### src/rtl/npcr_pkg.sv
// Shared types and constants for the MIPS next-pc resolver.
// Used by every module under rtl/; depends on nothing else.
package npcr_pkg;

  localparam int NPCR_ADDR_WIDTH = 64;

  // Which candidate address the final stage picks.
  typedef enum logic [2:0] {
    SEL_PLUS4  = 3'd0,
    SEL_PLUS8  = 3'd1,
    SEL_BRANCH = 3'd2,
    SEL_JUMP   = 3'd3,
    SEL_JREG   = 3'd4
  } npcr_sel_t;

  typedef struct packed {
    npcr_sel_t sel;
    logic      taken;
  } npcr_ctl_t;

endpackage

### src/rtl/mips_next_pc_resolver_unit.sv
// Next-pc resolver for single-stepping MIPS code: for each instruction it gives the
// address of the step breakpoint. Three register stages (decode and branch condition,
// candidate address adds, final select into the output register) take one transfer
// per cycle while item_stall is low; each result passes through the decode, target
// and select registers to the output. A stall holds only the stages that are full,
// so bubbles close up. Addresses wrap modulo 2^ADDR_WIDTH and bits above it read as
// zero.
module mips_next_pc_resolver_unit import npcr_pkg::*; #(
  parameter int ADDR_WIDTH = NPCR_ADDR_WIDTH
) (
  input  logic               clk,
  input  logic               rst,
  input  logic               item_valid,
  output logic               item_stall,
  input  logic [63:0]        pc,
  input  logic [31:0]        instruction,
  input  logic signed [63:0] rs_value,
  input  logic signed [63:0] rt_value,
  output logic               result_valid,
  input  logic               result_stall,
  output logic [63:0]        next_pc
);

  logic                  v1;
  logic                  v2;
  npcr_ctl_t             ctl1;
  npcr_ctl_t             ctl2;
  logic [ADDR_WIDTH-1:0] pc1;
  logic [15:0]           offset1;
  logic [25:0]           index1;
  logic [ADDR_WIDTH-1:0] rs1;
  logic [ADDR_WIDTH-1:0] seq4;
  logic [ADDR_WIDTH-1:0] seq8;
  logic [ADDR_WIDTH-1:0] branch;
  logic [ADDR_WIDTH-1:0] jump;
  logic [ADDR_WIDTH-1:0] jreg;
  logic                  adv1;
  logic                  adv2;
  logic                  adv3;

  assign adv3       = !result_valid || !result_stall;
  assign adv2       = !v2 || adv3;
  assign adv1       = !v1 || adv2;
  assign item_stall = !adv1;

  npcr_decode #(.ADDR_WIDTH(ADDR_WIDTH)) u_decode (
    .clk         (clk),
    .rst         (rst),
    .en          (adv1),
    .item_valid  (item_valid),
    .pc          (pc),
    .instruction (instruction),
    .rs_value    (rs_value),
    .rt_value    (rt_value),
    .v           (v1),
    .ctl         (ctl1),
    .pc_q        (pc1),
    .offset      (offset1),
    .index       (index1),
    .rs_q        (rs1)
  );

  npcr_target #(.ADDR_WIDTH(ADDR_WIDTH)) u_target (
    .clk    (clk),
    .rst    (rst),
    .en     (adv2),
    .v_in   (v1),
    .ctl_in (ctl1),
    .pc_in  (pc1),
    .offset (offset1),
    .index  (index1),
    .rs_in  (rs1),
    .v      (v2),
    .ctl    (ctl2),
    .seq4   (seq4),
    .seq8   (seq8),
    .branch (branch),
    .jump   (jump),
    .jreg   (jreg)
  );

  npcr_select #(.ADDR_WIDTH(ADDR_WIDTH)) u_select (
    .clk     (clk),
    .rst     (rst),
    .en      (adv3),
    .v_in    (v2),
    .ctl     (ctl2),
    .seq4    (seq4),
    .seq8    (seq8),
    .branch  (branch),
    .jump    (jump),
    .jreg    (jreg),
    .v       (result_valid),
    .next_pc (next_pc)
  );

  // Pipeline empties on reset.
  a_reset_empty: assert property (@(posedge clk)
    rst |=> !v1 && !v2 && !result_valid)
    else $error("pipeline not empty after reset");

  // An input transfer always lands in stage 1.
  a_accept_lands: assert property (@(posedge clk) disable iff (rst)
    (item_valid && !item_stall) |=> v1)
    else $error("accepted item lost at stage 1");

  // A full stage 2 behind a stalled output must hold its item.
  a_stage2_holds: assert property (@(posedge clk) disable iff (rst)
    (result_valid && result_stall && v2) |=> v2 && $stable(seq4))
    else $error("stage 2 item dropped under stall");

  // Stall to the input only when every stage is full.
  a_stall_full: assert property (@(posedge clk) disable iff (rst)
    item_stall |-> v1 && v2 && result_valid && result_stall)
    else $error("input stalled with room in the pipeline");

  // Result never carries bits above the address width.
  a_addr_range: assert property (@(posedge clk) disable iff (rst)
    result_valid |-> (next_pc >> ADDR_WIDTH) == 64'd0)
    else $error("next_pc exceeds address width");

endmodule

### src/rtl/npcr_decode.sv
// Stage 1: instruction decode and branch condition evaluation.
// Depends on npcr_pkg.
module npcr_decode import npcr_pkg::*; #(
  parameter int ADDR_WIDTH = NPCR_ADDR_WIDTH
) (
  input  logic                   clk,
  input  logic                   rst,
  input  logic                   en,
  input  logic                   item_valid,
  input  logic [63:0]            pc,
  input  logic [31:0]            instruction,
  input  logic signed [63:0]     rs_value,
  input  logic signed [63:0]     rt_value,
  output logic                   v,
  output npcr_ctl_t              ctl,
  output logic [ADDR_WIDTH-1:0]  pc_q,
  output logic [15:0]            offset,
  output logic [25:0]            index,
  output logic [ADDR_WIDTH-1:0]  rs_q
);

  localparam logic [31:0] MASK_OP  = 32'hfc000000;
  localparam logic [31:0] MASK_RI  = 32'hfc1f0000;
  localparam logic [31:0] MASK_COP = 32'hf3fc0000;
  localparam logic [31:0] MASK_JR  = 32'hfc1fffff;
  localparam logic [31:0] MASK_JAL = 32'hfc1f07ff;

  localparam logic [31:0] PAT_BCZ     = 32'h41000000;
  localparam logic [31:0] PAT_BGEZALL = 32'h04130000;
  localparam logic [31:0] PAT_BGEZL   = 32'h04030000;
  localparam logic [31:0] PAT_BGTZL   = 32'h5c000000;
  localparam logic [31:0] PAT_BLEZL   = 32'h58000000;
  localparam logic [31:0] PAT_BLTZALL = 32'h04120000;
  localparam logic [31:0] PAT_BLTZL   = 32'h04020000;
  localparam logic [31:0] PAT_BEQL    = 32'h50000000;
  localparam logic [31:0] PAT_BNEL    = 32'h54000000;
  localparam logic [31:0] PAT_J       = 32'h08000000;
  localparam logic [31:0] PAT_JAL     = 32'h0c000000;
  localparam logic [31:0] PAT_JALR    = 32'h00000009;
  localparam logic [31:0] PAT_JR      = 32'h00000008;
  localparam logic [31:0] PAT_BEQ     = 32'h10000000;
  localparam logic [31:0] PAT_BGEZ    = 32'h04010000;
  localparam logic [31:0] PAT_BGEZAL  = 32'h04110000;
  localparam logic [31:0] PAT_BGTZ    = 32'h1c000000;
  localparam logic [31:0] PAT_BLEZ    = 32'h18000000;
  localparam logic [31:0] PAT_BLTZ    = 32'h04000000;
  localparam logic [31:0] PAT_BLTZAL  = 32'h04100000;
  localparam logic [31:0] PAT_BNE     = 32'h14000000;
  localparam logic [31:0] PAT_BBIT0   = 32'hc8000000;
  localparam logic [31:0] PAT_BBIT032 = 32'hd8000000;
  localparam logic [31:0] PAT_BBIT1   = 32'he8000000;
  localparam logic [31:0] PAT_BBIT132 = 32'hf8000000;

  logic [31:0] op;
  logic [31:0] ri;
  logic        rs_neg;
  logic        rs_zero;
  logic        rs_eq;
  logic        bit_lo;
  logic        bit_hi;
  npcr_ctl_t   ctl_next;

  assign op      = instruction & MASK_OP;
  assign ri      = instruction & MASK_RI;
  assign rs_neg  = rs_value[63];
  assign rs_zero = (rs_value == 64'sd0);
  assign rs_eq   = (rs_value == rt_value);
  assign bit_lo  = rs_value[{1'b0, instruction[20:16]}];
  assign bit_hi  = rs_value[{1'b1, instruction[20:16]}];

  // First match wins, in the architectural decode order.
  always_comb begin
    ctl_next.sel   = SEL_PLUS4;
    ctl_next.taken = 1'b0;
    if ((instruction & MASK_COP) == PAT_BCZ) begin
      ctl_next.sel = SEL_PLUS8;
    end else if (ri == PAT_BGEZALL || ri == PAT_BGEZL) begin
      ctl_next.sel   = SEL_BRANCH;
      ctl_next.taken = !rs_neg;
    end else if (ri == PAT_BGTZL) begin
      ctl_next.sel   = SEL_BRANCH;
      ctl_next.taken = !rs_neg && !rs_zero;
    end else if (ri == PAT_BLEZL) begin
      ctl_next.sel   = SEL_BRANCH;
      ctl_next.taken = rs_neg || rs_zero;
    end else if (ri == PAT_BLTZALL || ri == PAT_BLTZL) begin
      ctl_next.sel   = SEL_BRANCH;
      ctl_next.taken = rs_neg;
    end else if (op == PAT_BEQL) begin
      ctl_next.sel   = SEL_BRANCH;
      ctl_next.taken = rs_eq;
    end else if (op == PAT_BNEL) begin
      ctl_next.sel   = SEL_BRANCH;
      ctl_next.taken = !rs_eq;
    end else if (op == PAT_J || op == PAT_JAL) begin
      ctl_next.sel = SEL_JUMP;
    end else if ((instruction & MASK_JAL) == PAT_JALR ||
                 (instruction & MASK_JR) == PAT_JR) begin
      ctl_next.sel = SEL_JREG;
    end else if (op == PAT_BEQ) begin
      ctl_next.sel   = SEL_BRANCH;
      ctl_next.taken = rs_eq;
    end else if (ri == PAT_BGEZ || ri == PAT_BGEZAL) begin
      ctl_next.sel   = SEL_BRANCH;
      ctl_next.taken = !rs_neg;
    end else if (ri == PAT_BGTZ) begin
      ctl_next.sel   = SEL_BRANCH;
      ctl_next.taken = !rs_neg && !rs_zero;
    end else if (ri == PAT_BLEZ) begin
      ctl_next.sel   = SEL_BRANCH;
      ctl_next.taken = rs_neg || rs_zero;
    end else if (ri == PAT_BLTZ || ri == PAT_BLTZAL) begin
      ctl_next.sel   = SEL_BRANCH;
      ctl_next.taken = rs_neg;
    end else if (op == PAT_BNE) begin
      ctl_next.sel   = SEL_BRANCH;
      ctl_next.taken = !rs_eq;
    end else if (op == PAT_BBIT0) begin
      ctl_next.sel   = SEL_BRANCH;
      ctl_next.taken = !bit_lo;
    end else if (op == PAT_BBIT032) begin
      ctl_next.sel   = SEL_BRANCH;
      ctl_next.taken = !bit_hi;
    end else if (op == PAT_BBIT1) begin
      ctl_next.sel   = SEL_BRANCH;
      ctl_next.taken = bit_lo;
    end else if (op == PAT_BBIT132) begin
      ctl_next.sel   = SEL_BRANCH;
      ctl_next.taken = bit_hi;
    end
  end

  always_ff @(posedge clk) begin
    if (rst) begin
      v <= 1'b0;
    end else if (en) begin
      v <= item_valid;
    end
  end

  always_ff @(posedge clk) begin
    if (en) begin
      ctl    <= ctl_next;
      pc_q   <= pc[ADDR_WIDTH-1:0];
      offset <= instruction[15:0];
      index  <= instruction[25:0];
      rs_q   <= rs_value[ADDR_WIDTH-1:0];
    end
  end

endmodule

### src/rtl/npcr_target.sv
// Stage 2: computes every candidate address (sequential, branch, jump, register).
// Depends on npcr_pkg.
module npcr_target import npcr_pkg::*; #(
  parameter int ADDR_WIDTH = NPCR_ADDR_WIDTH
) (
  input  logic                   clk,
  input  logic                   rst,
  input  logic                   en,
  input  logic                   v_in,
  input  npcr_ctl_t              ctl_in,
  input  logic [ADDR_WIDTH-1:0]  pc_in,
  input  logic [15:0]            offset,
  input  logic [25:0]            index,
  input  logic [ADDR_WIDTH-1:0]  rs_in,
  output logic                   v,
  output npcr_ctl_t              ctl,
  output logic [ADDR_WIDTH-1:0]  seq4,
  output logic [ADDR_WIDTH-1:0]  seq8,
  output logic [ADDR_WIDTH-1:0]  branch,
  output logic [ADDR_WIDTH-1:0]  jump,
  output logic [ADDR_WIDTH-1:0]  jreg
);

  logic [ADDR_WIDTH-1:0] disp;

  // Word offset, sign-extended, plus 4 for the delay slot.
  assign disp = {{(ADDR_WIDTH-18){offset[15]}}, offset, 2'b00} + ADDR_WIDTH'(4);

  always_ff @(posedge clk) begin
    if (rst) begin
      v <= 1'b0;
    end else if (en) begin
      v <= v_in;
    end
  end

  always_ff @(posedge clk) begin
    if (en) begin
      ctl    <= ctl_in;
      seq4   <= pc_in + ADDR_WIDTH'(4);
      seq8   <= pc_in + ADDR_WIDTH'(8);
      branch <= pc_in + disp;
      jump   <= {pc_in[ADDR_WIDTH-1:28], index, 2'b00};
      jreg   <= rs_in;
    end
  end

endmodule

### src/rtl/npcr_select.sv
// Stage 3: picks the final address and holds it in the output register.
// Depends on npcr_pkg.
module npcr_select import npcr_pkg::*; #(
  parameter int ADDR_WIDTH = NPCR_ADDR_WIDTH
) (
  input  logic                   clk,
  input  logic                   rst,
  input  logic                   en,
  input  logic                   v_in,
  input  npcr_ctl_t              ctl,
  input  logic [ADDR_WIDTH-1:0]  seq4,
  input  logic [ADDR_WIDTH-1:0]  seq8,
  input  logic [ADDR_WIDTH-1:0]  branch,
  input  logic [ADDR_WIDTH-1:0]  jump,
  input  logic [ADDR_WIDTH-1:0]  jreg,
  output logic                   v,
  output logic [63:0]            next_pc
);

  logic [ADDR_WIDTH-1:0] target;

  always_comb begin
    case (ctl.sel)
      SEL_PLUS4:  target = seq4;
      SEL_PLUS8:  target = seq8;
      SEL_BRANCH: target = ctl.taken ? branch : seq8;
      SEL_JUMP:   target = jump;
      SEL_JREG:   target = jreg;
      default:    target = seq4;
    endcase
  end

  always_ff @(posedge clk) begin
    if (rst) begin
      v <= 1'b0;
    end else if (en) begin
      v <= v_in;
    end
  end

  always_ff @(posedge clk) begin
    if (en) begin
      next_pc <= 64'(target);
    end
  end

endmodule
### config.mk
export PLATFORM = sky130hd
export DESIGN_NAME = mips_next_pc_resolver_unit
export DESIGN_NICKNAME = d
export VERILOG_FILES = /design/src/rtl/npcr_pkg.sv /design/src/rtl/mips_next_pc_resolver_unit.sv /design/src/rtl/npcr_decode.sv /design/src/rtl/npcr_target.sv /design/src/rtl/npcr_select.sv
export SDC_FILE = /design/constraint.sdc
export NUM_CORES = 1
export LEC_CHECK = 0
export BUFFER_PORTS_ARGS = -buffer_cell sky130_fd_sc_hd__buf_2
export CAP_MARGIN = 30
export CORE_ASPECT_RATIO = 0.9
export CORE_MARGIN = 2
export CORE_UTILIZATION = 55
export CTS_CLUSTER_DIAMETER = 200
export DETAILED_ROUTE_END_ITERATION = 10
export PLACE_DENSITY = 0.75
export SLEW_MARGIN = 20
export SYNTH_ARGS = -nofsm -noshare
export SYNTH_HDL_FRONTEND = slang
export SYNTH_SLANG_ARGS = --single-unit
export TNS_END_PERCENT = 10
### constraint.sdc
create_clock -name clk -period 12.1 [get_ports clk]
set_input_delay 0.605 -clock clk [delete_from_list [all_inputs] [get_ports clk]]
set_output_delay 0.605 -clock clk [all_outputs]
set_load 0.03 [all_outputs]
==> results.sh <==
export IMPL_outcome="completed"
export IMPL_synth_seq_cells=543
export IMPL_syn_num_nets=2201
export IMPL_ys_seq_area_share_pct=64.0
export IMPL_finalClockSkew_ps=31.2
export IMPL_clk_latency_ps=620
export IMPL_routedWlPerCell_um=25.8
export IMPL_vias=17800
export IMPL_p_leak_uw=0.0116
export IMPL_yosysWarningCount=0
export IMPL_fin_cells=2858
export IMPL_rsz0062_at_grt="no"
export IMPL_post_place_cells=2752
export IMPL_hold_buffers=0
export IMPL_drv_slew=0
export IMPL_drive_above_1_share_pct=19.7
export IMPL_grt_pass1_wl_mm=109
export IMPL_max_vdd_ir_drop_mv=0.0997
export IMPL_num_rows=74
export IMPL_cts_tree="built"
export IMPL_synth_top_family_by_area="simple AND/OR/NAND/NOR gates"
export IMPL_worstPathRequired_ps=12460
export IMPL_synth_edf_count=540
export IMPL_final_setup_viol_count=0
export IMPL_syn_cell_area_um2=25400
export IMPL_crit_path_end_kind="flop"
export IMPL_cp_max_fo=46
export IMPL_start_util_pct=55.9
export IMPL_gp_congestion=0.994
export IMPL_portBuffers=293
export IMPL_die_h_um=208
export IMPL_post_cts_resized=0
export IMPL_syn_avg_cell_area_um2=13.3
export IMPL_timing_final_crit_share_pct=39.0
export IMPL_ys_types=75
export IMPL_min_path_type="in2reg"
export IMPL_synthAdderAreaFrac_pct=3.23
export IMPL_core_area_um2=45500
export IMPL_routed_via_density=6.24
export IMPL_cap_violations=0
export IMPL_grt_max_degree=202
export IMPL_fin_crit_ps=4720
export IMPL_worst_pin_slew_ps=1010
export IMPL_antenna_found_initial=3
export IMPL_syn_inst=1908
export IMPL_ys_flop_type="edfxtp_1"
export IMPL_drt_initial_drc_count=2654
export IMPL_synth_simple_area_share_pct=12.0
export IMPL_clock_path_buffers=3
export IMPL_crit_type="reg2reg"
export IMPL_p_per_area_nw_per_um2=156
export IMPL_start_kind="flop"
export IMPL_overflow=0
export IMPL_muxShareOfSynthArea_pct=1.86
export IMPL_crit_arrival_ps=5080
export IMPL_clkTransAtPathRegs_ps=70
export IMPL_grt_usage_pct=30.8
export IMPL_slew_headroom_pct=32.8
export IMPL_root_buffer="clkbuf_16"
export IMPL_synth_compound_area_share_pct=8.39
export IMPL_clock_sinks=543
export IMPL_dieArea_um2=47900
export IMPL_post_cts_buffers=0
export IMPL_synth_xor_xnor_area_share_pct=8.93
export IMPL_nNetsFinal=2496
export IMPL_postRouteAntennaNets=0
export IMPL_area_growth_syn_to_layout_pct=16.1
export IMPL_async_flop_share_pct=0
export IMPL_total_power_uw=4590
export IMPL_grt_pass1_vias=17100
export IMPL_place_hpwl_mm=53.6
export IMPL_fmax_mhz=212
export IMPL_htreeDepth=2
export IMPL_postRouteWirelength_mm=73.8
export IMPL_io_pins=294
export IMPL_dr_pass1_iters=9
export IMPL_drc=0
export IMPL_hold_viol_final=0
export IMPL_dieWidth_um=231
export IMPL_numCtsBuffers=54
export IMPL_setup_tns_ps=0
-- through the flow --
step / setup WS [ps] / hold WS, ps / cell area, µm² / util [%]
final: 7380 / 158 / 29500 / 64.9
after global routing: 7100 / 141 / 29500 / 64.9
after CTS: 7410 / 131 / 29500 / 64.8
after detailed placement: 7400 / 405 / 27600 / 60.7
after global placement: 7530 / 401 / 27500 / 60.6
after floorplan: 4510 / 400 / 25400 / -
-- routing by layer --
layer  vias up  GRT usage (%)  wire, µm
li1       7927              -         -
met1      8673           44.6     30500
met2      1075           45.8     32400
met3       143           8.14      8530
met4         4           9.52      2270
met5         -              0        26
-- cell usage in the layout (no fill, tap or decap), types with 12 or more instances in the layout --
master / instances
edfxtp_1: 540
buf_2: 294
nand2_1: 219
xor2_1: 146
nand3_1: 123
xnor2_1: 112
nor2_1: 92
ha_1: 64
a21oi_1: 61
a222oi_1: 61
clkbuf_16: 55
a21o_1: 48
nand4_1: 42
nor4_1: 40
nor3_1: 36
inv_1: 28
and3_1: 23
mux4_2: 21
o21ai_1: 14
buf_4: 13
o21bai_1: 12
-- synthesized netlist by cell type, types with 9 or more instances --
master | number | area [µm²]
edfxtp_1 | 540 | 16200
nand2_1 | 221 | 830
xor2_1 | 147 | 1290
nand3_1 | 123 | 616
xnor2_1 | 112 | 981
nor2_1 | 93 | 349
clkbuf_1 | 65 | 244
ha_1 | 64 | 801
a21oi_1 | 62 | 310
a222oi_1 | 61 | 611
a21o_1 | 48 | 360
nand4_1 | 42 | 263
nor4_1 | 40 | 250
nor3_1 | 36 | 180
inv_1 | 29 | 109
and3_1 | 23 | 144
mux4_2 | 21 | 473
o21ai_1 | 14 | 70.1
o21bai_1 | 12 | 90.1
a31oi_1 | 11 | 68.8
nand2b_1 | 11 | 68.8
o21ai_0 | 11 | 55.1
and2_1 | 9 | 56.3
-- critical path, cell delays in order, from the launching register on --
cell and delay (ps):
edfxtp_1 470, ha_1 290, and3_1 260, nand2_1 130
o21a_1 140, buf_4 460, ha_1 420, a21oi_1 170
o21bai_1 90, a211o_1 330, a21o_1 200, a41oi_1 380
o21ai_1 260, and4b_1 290, o221ai_1 330, o41ai_2 110
xor2_1 150
-- flip-flops by register name, summed over array words and instances (netlist names) --
name	count
u_decode.index	26
u_target.seq4	62
u_decode.pc_q	64
u_decode.ctl	4
u_select.next_pc	64
u_target.seq8	62
u_decode.rs_q	64
u_target.branch	64
u_select.v	1
u_target.v	1
u_target.jreg	64
u_target.jump	62
u_decode.v	1
u_target.ctl	4
-- report_power, final --
part           switching [µW]  internal (µW)
clock                     736           1010
sequential               86.5           2240
combinational             324            195
-- cell families after synthesis --
kind of cell	count (synthesis)
fa+ha+maj	65
mux	21
simple gates	633
xor+xnor	259
compound gates	284
flops	543
buf+inv	103
-- final timing paths --
| kind | end | slack [ps] | depth (start not counted) | start |
|---|---|---|---|---|
| worst max register to register | u_target.branch[61] | 7380 | 16 | u_decode.index[0] |
| worst min register to register | u_target.jreg[10] | 420 | 0 | u_decode.rs_q[10] |
| worst max-delay path | u_target.branch[61] | 7380 | 16 | u_decode.index[0] |
| worst min-delay path | u_decode.pc_q[52] | 160 | 1 | pc[52] |
-- final cells by class --
class	count	area [µm²]
flip-flops and latches	543	16300
fillers	3322	16000
multi-input cells	1262	8790
repair buffers	313	1720
clock buffers	63	1410
well taps	608	761
clock inverters	39	435
inverters	29	116
diodes	1	2.50
(Power assumes the default switching activity.)
